--- src/sv/bsm_pkg.sv ---
// ----------------------------------------------------------------------------
// bsm_pkg: shared definitions for the 3x3 box smoothing block
// Sizes, register codes, reciprocal constants and the request and tag types
// passed between the control logic and the mean unit.
// ----------------------------------------------------------------------------
package bsm_pkg;

  // Frame geometry
  localparam int MaxWidth       = 16;
  localparam int PixelW         = 8;
  localparam int FrameSizeW     = 5;
  localparam int FrameSizeReset = 16;
  localparam int PosW           = 4;   // width of the out_row / out_col ports
  localparam int ColW           = (MaxWidth > 1) ? $clog2(MaxWidth) : 1;
  localparam int SizeW          = $clog2(MaxWidth + 1);
  localparam int CmpW           = (SizeW > FrameSizeW) ? SizeW : FrameSizeW;

  // Configuration port
  localparam int ApbAddrW = 3;
  localparam int ApbDataW = 32;
  localparam logic RegFrameSize = 1'b0;  // register index, taken from paddr[2]

  // Window sum and constant division
  localparam int SumW       = $clog2(9 * 255 + 1);
  localparam int RecipW     = 14;
  localparam int RecipShift = 16;
  localparam logic [RecipW-1:0] Recip6 = RecipW'(((1 << RecipShift) + 5) / 6);
  localparam logic [RecipW-1:0] Recip9 = RecipW'(((1 << RecipShift) + 8) / 9);

  // Line buffer word: {upper line, middle line}
  localparam int LineWordW = 2 * PixelW;

  typedef enum logic [1:0] {
    DIV4 = 2'd0,
    DIV6 = 2'd1,
    DIV9 = 2'd2
  } div_e;

  typedef struct packed {
    logic [ColW-1:0] row;
    logic [ColW-1:0] col;
    logic            last;
  } tag_t;

  typedef struct packed {
    logic [8:0][PixelW-1:0] win;       // [r*3+k]: rows i-2..i, cols j-2..j
    logic [2:0]             row_mask;  // bit r selects window row r
    logic [2:0]             col_mask;  // bit k selects window column k
    tag_t                   tag;
  } mean_req_t;

endpackage

--- src/sv/box_smoothing_3x3.sv ---
// ----------------------------------------------------------------------------
// box_smoothing_3x3: streaming 3x3 box filter over a square frame
// Takes pixels in raster order and returns the truncated mean of each
// pixel's 3x3 neighborhood, clipped at the frame border.
// ----------------------------------------------------------------------------
// Usage:
//   Input channel (in_valid_i / in_stall_o / pixel_i) carries one pixel per
//   transaction in raster order. Output channel (out_valid_o / out_stall_i)
//   carries one smoothed pixel with its row and column; last_o marks the
//   final result caused by one input pixel. A pixel yields zero to four
//   results.
//   The two previous rows live in one line buffer RAM read at the pixel's
//   column and written back on the next cycle. Each pixel does this
//   read-modify-write, then issues its results one at a time as the mean
//   unit accepts them; the next pixel is taken only after the last is issued.
//   The first result passes the window load, the sum stage and the divide
//   into the output register, where it can be taken.
//   frame_size sits at APB address 0; a write restarts the frame at row 0,
//   column 0. Write it only while the block is idle.
//   Reset clears position, window and the control state; frame size goes
//   back to 16. Line buffer contents need no clearing.
//   When the receiver stalls, the output register holds and the mean unit
//   fills up, after which the block stops taking pixels.
// ----------------------------------------------------------------------------
module box_smoothing_3x3 (
  input  logic                          clk_i,
  input  logic                          rst_ni,
  // pixel input
  input  logic                          in_valid_i,
  output logic                          in_stall_o,
  input  logic [bsm_pkg::PixelW-1:0]    pixel_i,
  // result output
  output logic                          out_valid_o,
  input  logic                          out_stall_i,
  output logic [bsm_pkg::PixelW-1:0]    smoothed_o,
  output logic [bsm_pkg::PosW-1:0]      out_row_o,
  output logic [bsm_pkg::PosW-1:0]      out_col_o,
  output logic                          last_o,
  // configuration
  input  logic                          psel,
  input  logic                          penable,
  input  logic                          pwrite,
  input  logic [bsm_pkg::ApbAddrW-1:0]  paddr,
  input  logic [bsm_pkg::ApbDataW-1:0]  pwdata,
  output logic [bsm_pkg::ApbDataW-1:0]  prdata,
  output logic                          pready
);

  typedef enum logic [2:0] {
    ST_IDLE = 3'b001,
    ST_LOAD = 3'b010,
    ST_EMIT = 3'b100
  } state_e;

  state_e                                state_q, state_d;
  logic [bsm_pkg::FrameSizeW-1:0]        frame_size_q;
  logic [bsm_pkg::ColW-1:0]              row_q;
  logic [bsm_pkg::ColW-1:0]              col_q;
  logic [8:0][bsm_pkg::PixelW-1:0]       win_q, win_d;
  logic [3:0]                            job_q, job_d;
  logic [bsm_pkg::PixelW-1:0]            pix_q;

  logic                                  in_accept;
  logic                                  cfg_wr;
  logic [bsm_pkg::CmpW-1:0]              fs_ext;
  logic [bsm_pkg::CmpW-1:0]              eff_size;
  logic [bsm_pkg::CmpW-1:0]              size_m1;
  logic                                  last_col;
  logic                                  last_row;
  logic                                  row_ge1;
  logic                                  row_ge2;
  logic                                  col_ge1;
  logic                                  col_ge2;
  logic [3:0]                            jobs_new;
  logic [3:0]                            sel_oh;
  logic                                  sel_pass;
  logic                                  sel_right;
  logic                                  adv_pos;
  logic                                  ram_re;
  logic                                  ram_we;
  logic [bsm_pkg::LineWordW-1:0]         ram_rdata;
  logic [bsm_pkg::PixelW-1:0]            upper_rd;
  logic [bsm_pkg::PixelW-1:0]            middle_rd;
  logic                                  req_valid;
  logic                                  req_ready;
  bsm_pkg::mean_req_t                    req;
  bsm_pkg::tag_t                         out_tag;

  assign in_accept  = in_valid_i && !in_stall_o;
  assign in_stall_o = (state_q != ST_IDLE);

  // Configuration port
  assign pready = 1'b1;
  assign cfg_wr = psel && penable && pwrite && pready && (paddr[2] == bsm_pkg::RegFrameSize);
  assign prdata = (paddr[2] == bsm_pkg::RegFrameSize) ?
                  bsm_pkg::ApbDataW'(frame_size_q) : '0;

  always_ff @(posedge clk_i or negedge rst_ni) begin
    if (!rst_ni) begin
      frame_size_q <= bsm_pkg::FrameSizeW'(bsm_pkg::FrameSizeReset);
    end else if (cfg_wr) begin
      frame_size_q <= pwdata[bsm_pkg::FrameSizeW-1:0];
    end
  end

  // Clamp frame size to [2, MaxWidth]
  assign fs_ext   = bsm_pkg::CmpW'(frame_size_q);
  assign eff_size = (fs_ext < bsm_pkg::CmpW'(2)) ? bsm_pkg::CmpW'(2) :
                    (fs_ext > bsm_pkg::CmpW'(bsm_pkg::MaxWidth)) ?
                    bsm_pkg::CmpW'(bsm_pkg::MaxWidth) : fs_ext;
  assign size_m1  = eff_size - bsm_pkg::CmpW'(1);

  // Position flags of the current pixel
  assign last_col = (bsm_pkg::CmpW'(col_q) == size_m1);
  assign last_row = (bsm_pkg::CmpW'(row_q) == size_m1);
  assign row_ge1  = (row_q != '0);
  assign col_ge1  = (col_q != '0);
  assign row_ge2  = (bsm_pkg::CmpW'(row_q) > bsm_pkg::CmpW'(1));
  assign col_ge2  = (bsm_pkg::CmpW'(col_q) > bsm_pkg::CmpW'(1));

  // Results caused by this pixel, in output order:
  // row above left, row above own column, same row left, same row own column
  assign jobs_new = {last_row && last_col, last_row && col_ge1,
                     row_ge1 && last_col,  row_ge1 && col_ge1};

  // Lowest pending result first
  assign sel_oh    = job_q & (~job_q + 4'd1);
  assign sel_pass  = sel_oh[2] | sel_oh[3];
  assign sel_right = sel_oh[1] | sel_oh[3];

  // Line buffer: word holds {upper, middle}
  assign upper_rd  = ram_rdata[bsm_pkg::LineWordW-1 -: bsm_pkg::PixelW];
  assign middle_rd = ram_rdata[bsm_pkg::PixelW-1:0];

  bsm_line_ram #(
    .Depth (bsm_pkg::MaxWidth),
    .Width (bsm_pkg::LineWordW)
  ) u_line_ram (
    .clk_i   (clk_i),
    .we_i    (ram_we),
    .waddr_i (col_q),
    .wdata_i ({middle_rd, pix_q}),
    .re_i    (ram_re),
    .raddr_i (col_q),
    .rdata_o (ram_rdata)
  );

  // Sequencer: read line buffer, shift window and write back, then issue results
  always_comb begin
    int r;
    state_d   = state_q;
    job_d     = job_q;
    win_d     = win_q;
    ram_re    = 1'b0;
    ram_we    = 1'b0;
    adv_pos   = 1'b0;
    req_valid = 1'b0;
    unique case (state_q)
      ST_IDLE: begin
        if (in_accept) begin
          ram_re  = 1'b1;
          state_d = ST_LOAD;
        end
      end
      ST_LOAD: begin
        ram_we = 1'b1;
        for (r = 0; r < 3; r++) begin
          win_d[r*3+0] = win_q[r*3+1];
          win_d[r*3+1] = win_q[r*3+2];
        end
        win_d[2] = upper_rd;
        win_d[5] = middle_rd;
        win_d[8] = pix_q;
        job_d    = jobs_new;
        if (jobs_new == '0) begin
          adv_pos = 1'b1;
          state_d = ST_IDLE;
        end else begin
          state_d = ST_EMIT;
        end
      end
      ST_EMIT: begin
        req_valid = 1'b1;
        if (req_ready) begin
          job_d = job_q & ~sel_oh;
          if ((job_q & ~sel_oh) == '0) begin
            adv_pos = 1'b1;
            state_d = ST_IDLE;
          end
        end
      end
      default: begin
        state_d = ST_IDLE;
      end
    endcase
  end

  always_ff @(posedge clk_i or negedge rst_ni) begin
    if (!rst_ni) begin
      state_q <= ST_IDLE;
      job_q   <= '0;
      win_q   <= '0;
    end else begin
      state_q <= state_d;
      job_q   <= job_d;
      win_q   <= win_d;
    end
  end

  // Capture the pixel of the accepted transaction
  always_ff @(posedge clk_i) begin
    if (in_accept) begin
      pix_q <= pixel_i;
    end
  end

  // Advance raster position, restart on a configuration write
  always_ff @(posedge clk_i or negedge rst_ni) begin
    if (!rst_ni) begin
      row_q <= '0;
      col_q <= '0;
    end else if (cfg_wr) begin
      row_q <= '0;
      col_q <= '0;
    end else if (adv_pos) begin
      if (last_col) begin
        col_q <= '0;
        row_q <= last_row ? '0 : row_q + bsm_pkg::ColW'(1);
      end else begin
        col_q <= col_q + bsm_pkg::ColW'(1);
      end
    end
  end

  // Build the mean request for the selected result
  always_comb begin
    req.win      = win_q;
    req.row_mask = sel_pass  ? 3'b110 : {2'b11, row_ge2};
    req.col_mask = sel_right ? 3'b110 : {2'b11, col_ge2};
    req.tag.row  = sel_pass  ? row_q : row_q - bsm_pkg::ColW'(1);
    req.tag.col  = sel_right ? col_q : col_q - bsm_pkg::ColW'(1);
    req.tag.last = ((job_q & ~sel_oh) == '0);
  end

  bsm_mean_unit u_mean (
    .clk_i       (clk_i),
    .rst_ni      (rst_ni),
    .req_valid_i (req_valid),
    .req_ready_o (req_ready),
    .req_i       (req),
    .out_valid_o (out_valid_o),
    .out_stall_i (out_stall_i),
    .smoothed_o  (smoothed_o),
    .tag_o       (out_tag)
  );

  assign out_row_o = bsm_pkg::PosW'(out_tag.row);
  assign out_col_o = bsm_pkg::PosW'(out_tag.col);
  assign last_o    = out_tag.last;

  // Line buffer write-back follows a pixel accepted in the previous cycle
  a_wb_after_accept : assert property (@(posedge clk_i) disable iff (!rst_ni)
    ram_we |-> $past(in_accept))
    else $error("line buffer write without a preceding pixel");

  // Result issue always has pending work
  a_emit_has_jobs : assert property (@(posedge clk_i) disable iff (!rst_ni)
    (state_q == ST_EMIT) |-> (job_q != '0))
    else $error("result issue with nothing pending");

  // Raster position moves only when a pixel retires or on a register write
  a_pos_moves : assert property (@(posedge clk_i) disable iff (!rst_ni)
    !$stable(col_q) |-> $past(adv_pos || cfg_wr))
    else $error("raster position changed unexpectedly");

  // No new pixel is taken while results of the previous one are pending
  a_no_accept_pending : assert property (@(posedge clk_i) disable iff (!rst_ni)
    in_accept |-> (job_q == '0))
    else $error("pixel accepted with results pending");

endmodule

--- src/sv/bsm_line_ram.sv ---
// ----------------------------------------------------------------------------
// bsm_line_ram: line buffer memory
// Simple dual-port synchronous RAM with one write and one read port and
// registered read data.
// ----------------------------------------------------------------------------
module bsm_line_ram #(
  parameter int Depth = 16,
  parameter int Width = 16
) (
  input  logic                     clk_i,
  input  logic                     we_i,
  input  logic [$clog2(Depth)-1:0] waddr_i,
  input  logic [Width-1:0]         wdata_i,
  input  logic                     re_i,
  input  logic [$clog2(Depth)-1:0] raddr_i,
  output logic [Width-1:0]         rdata_o
);

  logic [Width-1:0] mem [Depth];
  logic [Width-1:0] rdata_q;

  // Write port
  always_ff @(posedge clk_i) begin
    if (we_i) begin
      mem[waddr_i] <= wdata_i;
    end
  end

  // Registered read port
  always_ff @(posedge clk_i) begin
    if (re_i) begin
      rdata_q <= mem[raddr_i];
    end
  end

  assign rdata_o = rdata_q;

endmodule

--- src/sv/bsm_mean_unit.sv ---
// ----------------------------------------------------------------------------
// bsm_mean_unit: clipped window mean
// Stage one sums the selected window pixels; stage two divides by 4 with a shift
// or by 6 or 9 with a reciprocal multiply and holds the result in the output register.
// ----------------------------------------------------------------------------
module bsm_mean_unit (
  input  logic                      clk_i,
  input  logic                      rst_ni,
  input  logic                      req_valid_i,
  output logic                      req_ready_o,
  input  bsm_pkg::mean_req_t        req_i,
  output logic                      out_valid_o,
  input  logic                      out_stall_i,
  output logic [bsm_pkg::PixelW-1:0] smoothed_o,
  output bsm_pkg::tag_t             tag_o
);

  logic                                        s1_valid_q;
  logic [bsm_pkg::SumW-1:0]                    s1_sum_q;
  bsm_pkg::div_e                               s1_div_q;
  bsm_pkg::tag_t                               s1_tag_q;
  logic                                        out_valid_q;
  logic [bsm_pkg::PixelW-1:0]                  out_pix_q;
  bsm_pkg::tag_t                               out_tag_q;

  logic                                        out_free;
  logic                                        s1_adv;
  logic                                        req_fire;
  logic [bsm_pkg::SumW-1:0]                    sum;
  bsm_pkg::div_e                               div;
  logic [bsm_pkg::RecipW-1:0]                  recip;
  logic [bsm_pkg::SumW+bsm_pkg::RecipW-1:0]    prod;
  logic [bsm_pkg::PixelW-1:0]                  quot;

  assign out_free    = !out_valid_q || !out_stall_i;
  assign s1_adv      = s1_valid_q && out_free;
  assign req_ready_o = !s1_valid_q || out_free;
  assign req_fire    = req_valid_i && req_ready_o;

  // Sum the pixels inside the clipped neighborhood
  always_comb begin
    int r;
    int k;
    sum = '0;
    for (r = 0; r < 3; r++) begin
      for (k = 0; k < 3; k++) begin
        if (req_i.row_mask[r] && req_i.col_mask[k]) begin
          sum = sum + bsm_pkg::SumW'(req_i.win[r*3+k]);
        end
      end
    end
  end

  // Pick the divisor from the number of rows and columns kept
  always_comb begin
    if (&req_i.row_mask && &req_i.col_mask) begin
      div = bsm_pkg::DIV9;
    end else if (&req_i.row_mask || &req_i.col_mask) begin
      div = bsm_pkg::DIV6;
    end else begin
      div = bsm_pkg::DIV4;
    end
  end

  // Stage one: hold sum, divisor and tag
  always_ff @(posedge clk_i or negedge rst_ni) begin
    if (!rst_ni) begin
      s1_valid_q <= 1'b0;
    end else if (req_ready_o) begin
      s1_valid_q <= req_valid_i;
    end
  end

  always_ff @(posedge clk_i) begin
    if (req_fire) begin
      s1_sum_q <= sum;
      s1_div_q <= div;
      s1_tag_q <= req_i.tag;
    end
  end

  // Divide by a constant: shift for 4, reciprocal multiply for 6 and 9
  assign recip = (s1_div_q == bsm_pkg::DIV6) ? bsm_pkg::Recip6 : bsm_pkg::Recip9;
  assign prod  = (bsm_pkg::SumW+bsm_pkg::RecipW)'(s1_sum_q) *
                 (bsm_pkg::SumW+bsm_pkg::RecipW)'(recip);

  always_comb begin
    case (s1_div_q)
      bsm_pkg::DIV4: quot = bsm_pkg::PixelW'(s1_sum_q >> 2);
      bsm_pkg::DIV6,
      bsm_pkg::DIV9: quot = prod[bsm_pkg::RecipShift +: bsm_pkg::PixelW];
      default:       quot = '0;
    endcase
  end

  // Output register: hold while the receiver stalls
  always_ff @(posedge clk_i or negedge rst_ni) begin
    if (!rst_ni) begin
      out_valid_q <= 1'b0;
    end else if (out_free) begin
      out_valid_q <= s1_valid_q;
    end
  end

  always_ff @(posedge clk_i) begin
    if (s1_adv) begin
      out_pix_q <= quot;
      out_tag_q <= s1_tag_q;
    end
  end

  assign out_valid_o = out_valid_q;
  assign smoothed_o  = out_pix_q;
  assign tag_o       = out_tag_q;

endmodule

--- config.mk ---
export PLATFORM = sky130hd
export DESIGN_NAME = box_smoothing_3x3
export DESIGN_NICKNAME = d
export VERILOG_FILES = /design/src/sv/bsm_pkg.sv /design/src/sv/box_smoothing_3x3.sv /design/src/sv/bsm_line_ram.sv /design/src/sv/bsm_mean_unit.sv
export SDC_FILE = /design/constraint.sdc
export NUM_CORES = 1
export LEC_CHECK = 0
export BUFFER_PORTS_ARGS = -buffer_cell sky130_fd_sc_hd__buf_4
export CELL_PAD_IN_SITES_DETAIL_PLACEMENT = 1
export CELL_PAD_IN_SITES_GLOBAL_PLACEMENT = 2
export CORE_MARGIN = 5
export CORE_UTILIZATION = 44
export CTS_CLUSTER_SIZE = 25
export DETAILED_ROUTE_END_ITERATION = 8
export GPL_TIMING_DRIVEN = 1
export PLACE_DENSITY = 0.84
export SLEW_MARGIN = 20
export SYNTH_ARGS = -nofsm -noshare
export SYNTH_HDL_FRONTEND = slang
export SYNTH_SLANG_ARGS = --single-unit
--- constraint.sdc ---
create_clock -name clk_i -period 9.8 [get_ports clk_i]
set_input_delay 0.49 -clock clk_i [delete_from_list [all_inputs] [get_ports clk_i]]
set_output_delay 0.49 -clock clk_i [all_outputs]
set_load 0.1 [all_outputs]
==> out/metrics.cfg, run 1 <==
[timing]
hold_violations=0
fin_crit_ns=9.07
period_share_pct=92.5
slew_headroom_pct=19.2
timing.fmax_mhz=110
finClkSkew_ns=0.0180
setup_tns_ns=0
slew_viol_final=0
tightest_slew_ns=1.21
finalSetupViolCount=0

[finish]
drive_gt1_share_pct=14.7
nFillCells=5158
area_delta_synth_final_pct=11.7
antenna_cells=0
fin_nets=2054
fin_util_pct=49.4

[clock_network]
clk_pin_slew_worst_paths_ns=0.06
ctsRootBufferMaster=clkbuf_16
cts_sinks=414
htreeDepth=2
clk_latency_ns=0.56
cts_tree=built
clockBufferDepth=3
cts_buffers=43
postCtsSetupBuffers=0

[pwr]
switching_share_pct=40.7
max-vdd-ir-drop_mv=0.402
p_int_uw=5960
clkPwrFrac_pct=17.3
seq_power_share_pct=25.8
combinationalPowerShare_pct=56.9
power.switching_uw=4080
leakagePower_uw=0.0104
p_per_area_mw_per_mm2=397

[die]
dieArea_mm2=0.0561
die_w_um=237
num_rows=83
io_pins=102
start_util_pct=44.3
die_h_um=237
core-area_mm2=0.0512

[logic_synthesis]
synth_top_area_share_pct=42.4
synth_area_leader_cell=edfxtp_1
synth_area_leaders=edfxtp_1 (42%), dfrtp_1 (10%), mux4_2 (8.0%)
yosysMostFrequentCell=edfxtp_1
synth.distinct_cells=87
ys_seq_area_share_pct=52.8
synth_flop_cell=edfxtp_1
async_reset_ff_share_pct=22.7
yosys_register_bits=414
netlist_instances=1716
synth-warning-count=0
avgSynthCellArea_um2=13.2
mappedNetlistArea_mm2=0.0227
synth_edf_count=320
synth_commonest_cells=edfxtp_1 (320), nand2_1 (255), inv_1 (145)

[routing]
drtIter0Drc=919
vias=13500
drc=0
viasPerCell=5.42
wirelength_mm=54.1
routedWlPerCell_um=21.7
drt_pre_antenna_iters=5
ant_nets=0

[placement]
port_buffers=44
hpwlAfterDp_mm=36.6
globalplace.congestion=0.806

[global_route]
grt_pass1_wl_mm=85.5
grt_max_degree=84
first_global_vias=14600
grt_antenna_before_repair=0
grt_usage_pct=19.3
grt-ovfl-total=0

[worst_setup_path]
max_stage_delay_ns=0.43
worst_setup_path_start_kind=flip-flop
cp_max_fo=6
crit_required_ns=10.19
slowest_stage=dfrtp_1
endpoint_kind=flip-flop
critPathMostFrequentCell=ha_1
critPathKind=flip-flop to flip-flop
cp.arrival_ns=9.45

[hold_path]
hold_path_class=input port to flip-flop

[flow_run]
drv_cap=0

[status]
outcome=finished clean

-- placed cells by master (no fill, tap or decap), types with 7 or more instances in the layout --
cell type / count
fa_1: 84
o21ai_0: 56
dfrtp_1: 90
clkinv_2: 8
and2_1: 25
conb_1: 41
nor2_1: 61
clkbuf_16: 44
inv_1: 145
xnor2_1: 48
o21a_1: 13
buf_4: 59
bufinv_16: 7
mux2_2: 7
nand3_1: 13
nor3_1: 13
xor2_1: 27
a21oi_1: 40
edfxtp_1: 320
a21o_1: 29
nand2_1: 255
and2_2: 7
or2_2: 12
mux4_2: 80
and3_1: 8
o21bai_1: 9
nor2b_1: 32
ha_1: 139
nand2b_1: 12
o31ai_1: 7
-- sequential cells by signal, summed over array words and instances, names as in the netlist --
register            flops
u_line_ram.mem        256
req                    72
u_line_ram.rdata_o     16
u_mean.s1_sum_q        12
u_mean.s1_tag_q         9
u_mean.tag_o            9
pix_q                   8
u_mean.smoothed_o       8
frame_size_q            5
col_q                   4
job_q                   4
row_q                   4
state_q                 3
u_mean.s1_div_q         2
u_mean.out_valid_o      1
u_mean.s1_valid_q       1
-- worst paths after layout --
path,start,cells after the start,slack (ns),endpoint
min in group asynchronous,rst_ni,2,0.45,req[76]
max reg2reg,row_q[0],40,0.73,u_mean.s1_sum_q[11]
max in group asynchronous,rst_ni,3,7.95,col_q[0]
min reg2reg,u_mean.s1_tag_q[8],0,0.42,u_mean.tag_o[8]
min,pixel_i[7],1,0.10,pix_q[7]
max,row_q[0],40,0.73,u_mean.s1_sum_q[11]
-- kinds of logic (layout without fill, tap and decap cells) --
logic type | after synthesis | count (layout) | synth area share, %
multiplexers | 91 | 91 | 8.48
AND/OR/NAND/NOR | 470 | 470 | 9.62
AO/OA/AOI/OAI | 208 | 208 | 6.39
flip-flops | 414 | 414 | 52.8
buffers and inverters | 228 | 289 | 4.26
other | 2 | 41 | 0.0331
XOR/XNOR | 78 | 78 | 3.21
adder cells (fa/ha/maj) | 225 | 225 | 15.2
-- final cells by class --
cell class	count	area (um^2)	share of cell area [%]
clock inverters	30	369	1.46
repair buffers	63	494	1.95
well taps	680	851	3.36
clock buffers	50	1130	4.48
inverters	146	552	2.18
flip-flops and latches	414	12000	47.3
multi-input cells	1113	9940	39.3
-- per-layer routing --
layer | track usage (%) | up-vias | wire length [um]
met5 | 0 | - | 0
met4 | 3.99 | 0 | 949
met3 | 2.39 | 59 | 2200
met2 | 33.4 | 275 | 26700
met1 | 26.6 | 7030 | 24200
li1 | - | 6152 | -
-- metrics by stage --
stage	area (um^2)	hold WS, ns	worst slack [ns]	cells	total power (uW)
2_1_floorplan	22800	0.194	0.809	1755	7020
3_3_place_gp	23700	0.405	0.713	2412	8110
3_5_place_dp	23700	0.406	0.639	2414	8300
4_1_cts	25200	0.0701	0.511	2495	10100
5_1_grt	25300	0.0746	-0.0133	2496	10900
6_report	25300	0.103	0.731	2496	10000
-- power by group through the flow --
stage / logic [uW] / clock network, uW / registers, uW
floorplan: 4490 / 0 / 2530
global placement: 5500 / 0 / 2610
detailed placement: 5670 / 0 / 2630
CTS: 5730 / 1780 / 2590
global route: 6390 / 1860 / 2620
finish: 5710 / 1740 / 2590
-- what timing repair did --
| item | in CTS | in global routing |
|---|---|---|
| resized for setup | 0 | 4 |
| setup endpoints to repair | 0 | 2 |
| hold buffers | 1 | 0 |
| hold endpoints to repair | 28 | 0 |
-- worst max-delay path, delay by kind of cell (launching register included) --
family / cells / cell delay [ns]
AO/OA/AOI/OAI: 14 / 2.67
XOR/XNOR: 6 / 0.98
adder cells (fa/ha/maj): 11 / 3.37
buffers and inverters: 2 / 0.27
flip-flops: 1 / 0.43
AND/OR/NAND/NOR: 7 / 1.18
Power figures use the tool's default switching activity.
==> run 2: changes to the inputs <==
CELL_PAD_IN_SITES_DETAIL_PLACEMENT = default   (was 1)
CELL_PAD_IN_SITES_GLOBAL_PLACEMENT = default   (was 2)
CORE_UTILIZATION = 45   (was 44)
PLACE_DENSITY = 0.65   (was 0.84)
==> run 2 against run 1 <==
Net effect: first-iteration DRC count is 22% higher; sequential share of layout area is 0.47 points higher; largest power group unchanged; critical path depth is 4 higher; critical endpoint is now u_mean.s1_sum_q[10]; via count is 2.5% lower; worst setup slack better by 0.035 ns; combinational power is 3% lower.
==> out/metrics.cfg, run 2 (synthesis gave the netlist of run 1 again) <==
[timing]
fin_crit_ns=9.03  ; was 9.07 ns
finalSetupViolCount=0  ; unchanged
hold_violations=0  ; unchanged
slew_headroom_pct=20.8  ; was 19.2%
finClkSkew_ns=0.0127  ; was 0.0180 ns
setup_tns_ns=0  ; unchanged
timing.fmax_mhz=111  ; was 110 MHz
fin_ws_ns=0.765  ; was 0.731 ns
slew_viol_final=0  ; unchanged
period_share_pct=92.2  ; was 92.5%
tightest_slew_ns=1.19  ; was 1.21 ns
rsz0062_at_grt=false

[worst_setup_path]
endpoint_kind=flip-flop  ; unchanged
reg2regPathDepth=44  ; was 40
worst_setup_path_start_kind=flip-flop  ; unchanged
crit_required_ns=10.11  ; was 10.19 ns
max_stage_delay_ns=0.43  ; about the same
rr_startpoint=row_q[0]  ; unchanged
rrSetupSlack_ns=0.77  ; was 0.73 ns
cp.arrival_ns=9.34  ; was 9.45 ns
critPathKind=flip-flop to flip-flop  ; unchanged
cp_max_fo=11  ; was 6
critPathMostFrequentCell=ha_1  ; unchanged
slowest_stage=fa_1  ; was dfrtp_1
r2r_end=u_mean.s1_sum_q[10]  ; was u_mean.s1_sum_q[11]

[die]
core-area_mm2=0.0500  ; was 0.0512 mm^2
dieArea_mm2=0.0549  ; was 0.0561 mm^2
start_util_pct=45.3  ; was 44.3%
io_pins=102  ; unchanged
num_rows=82  ; was 83
die_h_um=234  ; was 237 um
die_w_um=234  ; was 237 um

[clock_network]
htreeDepth=2  ; unchanged
clk_latency_ns=0.56  ; about the same
clockBufferDepth=3  ; unchanged
postCtsSetupBuffers=0  ; unchanged
cts_tree=built  ; unchanged
ctsRootBufferMaster=clkbuf_16  ; unchanged
cts_sinks=414  ; unchanged
cts_buffers=41  ; was 43
clk_pin_slew_worst_paths_ns=0.06  ; about the same

[global_route]
grt_max_degree=84  ; unchanged
use_met1_pct=25.3  ; was 26.6%
grt-ovfl-total=0  ; unchanged
grt_antenna_before_repair=0  ; unchanged
first_global_vias=13600  ; was 14600
grt_pass1_wl_mm=77.1  ; was 85.5 mm
busiest_layer=met2  ; unchanged
grt.met3_usage_pct=2.82  ; was 2.39%
grt_usage_pct=18.1  ; was 19.3%
grtUsageMet2_pct=30.3  ; was 33.4%

[flow_run]
drv_cap=0  ; unchanged

[hold_path]
hold_path_class=input port to flip-flop  ; unchanged
hold_depth=1  ; unchanged
min_to=pix_q[2]  ; was pix_q[7]
worstHoldStart=pixel_i[2]  ; was pixel_i[7]

[finish]
drive_gt1_share_pct=14.0  ; was 14.7%
final_cell_mix=edfxtp_1 (320), nand2_1 (255), inv_1 (145)  ; unchanged
nFillCells=4296  ; was 5158
area_delta_synth_final_pct=10.6  ; was 11.7%
largest_register_ffs=256  ; unchanged
layout_commonest_cell=edfxtp_1  ; unchanged
fin_nets=2056  ; was 2054
antenna_cells=0  ; unchanged
regMostFlops=u_line_ram.mem  ; unchanged
fin_util_pct=50.2  ; was 49.4%

[routing]
viasPerCell=5.30  ; was 5.42
routedWlPerCell_um=19.4  ; was 21.7 um
drc=0  ; unchanged
drt_pre_antenna_iters=5  ; unchanged
ant_nets=0  ; unchanged
drtIter0Drc=1120  ; was 919
wirelength_mm=48.2  ; was 54.1 mm
vias=13200  ; was 13500

[status]
outcome=finished clean  ; unchanged

[pwr]
max-vdd-ir-drop_mv=0.446  ; was 0.402 mV
p_per_area_mw_per_mm2=384  ; was 397 mW/mm^2
leakagePower_uw=0.0103  ; was 0.0104 uW

[placement]
pre_cts_ws_ns=0.762  ; was 0.639 ns
hpwlAfterDp_mm=32.1  ; was 36.6 mm
port_buffers=44  ; unchanged
globalplace.congestion=0.828  ; was 0.806

run 2: layout make-up:
type	instances	area [um^2]	area share, %
Sequential cell	414	12000	47.8
Tap cell	672	841	3.36
Timing Repair Buffer	67	513	2.05
Clock buffer	49	1060	4.21
Inverter	146	548	2.19
Multi-Input combinational cell	1113	9900	39.5
Clock inverter	27	228	0.909
run 2: critical path: cells and delay by family (launching register included):
| family | cells | cell delay [ns] |
|---|---|---|
| DFF | 1 | 0.39 |
| adders and majority gates | 9 | 2.93 |
| xor gates and xnor gates | 6 | 0.93 |
| buffers and inverters | 3 | 0.50 |
| and+or+nand+nor | 8 | 1.15 |
| muxes | 1 | 0.18 |
| AOI/OAI and AO/OA | 17 | 2.68 |
run 2: metal layers:
| metal | vias to the layer above | routed length, um |
|---|---|---|
| met2 | 294 | 23500 |
| met4 | 0 | 914 |
| li1 | 6162 | - |
| met3 | 68 | 2380 |
| met5 | - | 0 |
| met1 | 6650 | 21500 |
run 2: repair_timing:
item / 4_1_cts / 5_1_grt
endpoints found under the hold margin: 29 / 0
setup endpoints to repair: 0 / 1
hold buffers: 1 / 0
gates resized for setup: 0 / 1
run 2: worst max-delay path by stage:
stage	start	end	slack [ns]	cells past startpoint
detailed placement	row_q[0]	u_mean.s1_sum_q[10]	0.76	44
finish	row_q[0]	u_mean.s1_sum_q[10]	0.77	44
floorplan	col_q[1]	u_mean.s1_sum_q[10]	0.81	47
global placement	row_q[0]	u_mean.s1_sum_q[10]	0.84	44
CTS	row_q[0]	u_mean.s1_sum_q[10]	0.68	44
global route	row_q[0]	u_mean.s1_sum_q[10]	0.09	44
run 2: where the power goes:
part | internal [uW] | switching, uW | total, uW
clock | 833 | 676 | 1510
sequential | 2360 | 225 | 2580
combinational | 2550 | 2970 | 5530
total | 5740 | 3870 | 9620
run 2: per-stage QoR:
stage	power, uW	hold slack [ns]	std cells	cell area [um^2]
finish	9620	0.103	2488	25100
global route	10500	0.0796	2488	25100
CTS	9680	0.0729	2488	25100
detailed placement	8110	0.405	2411	23800
global placement	8000	0.406	2410	23700
floorplan	7020	0.194	1755	22800
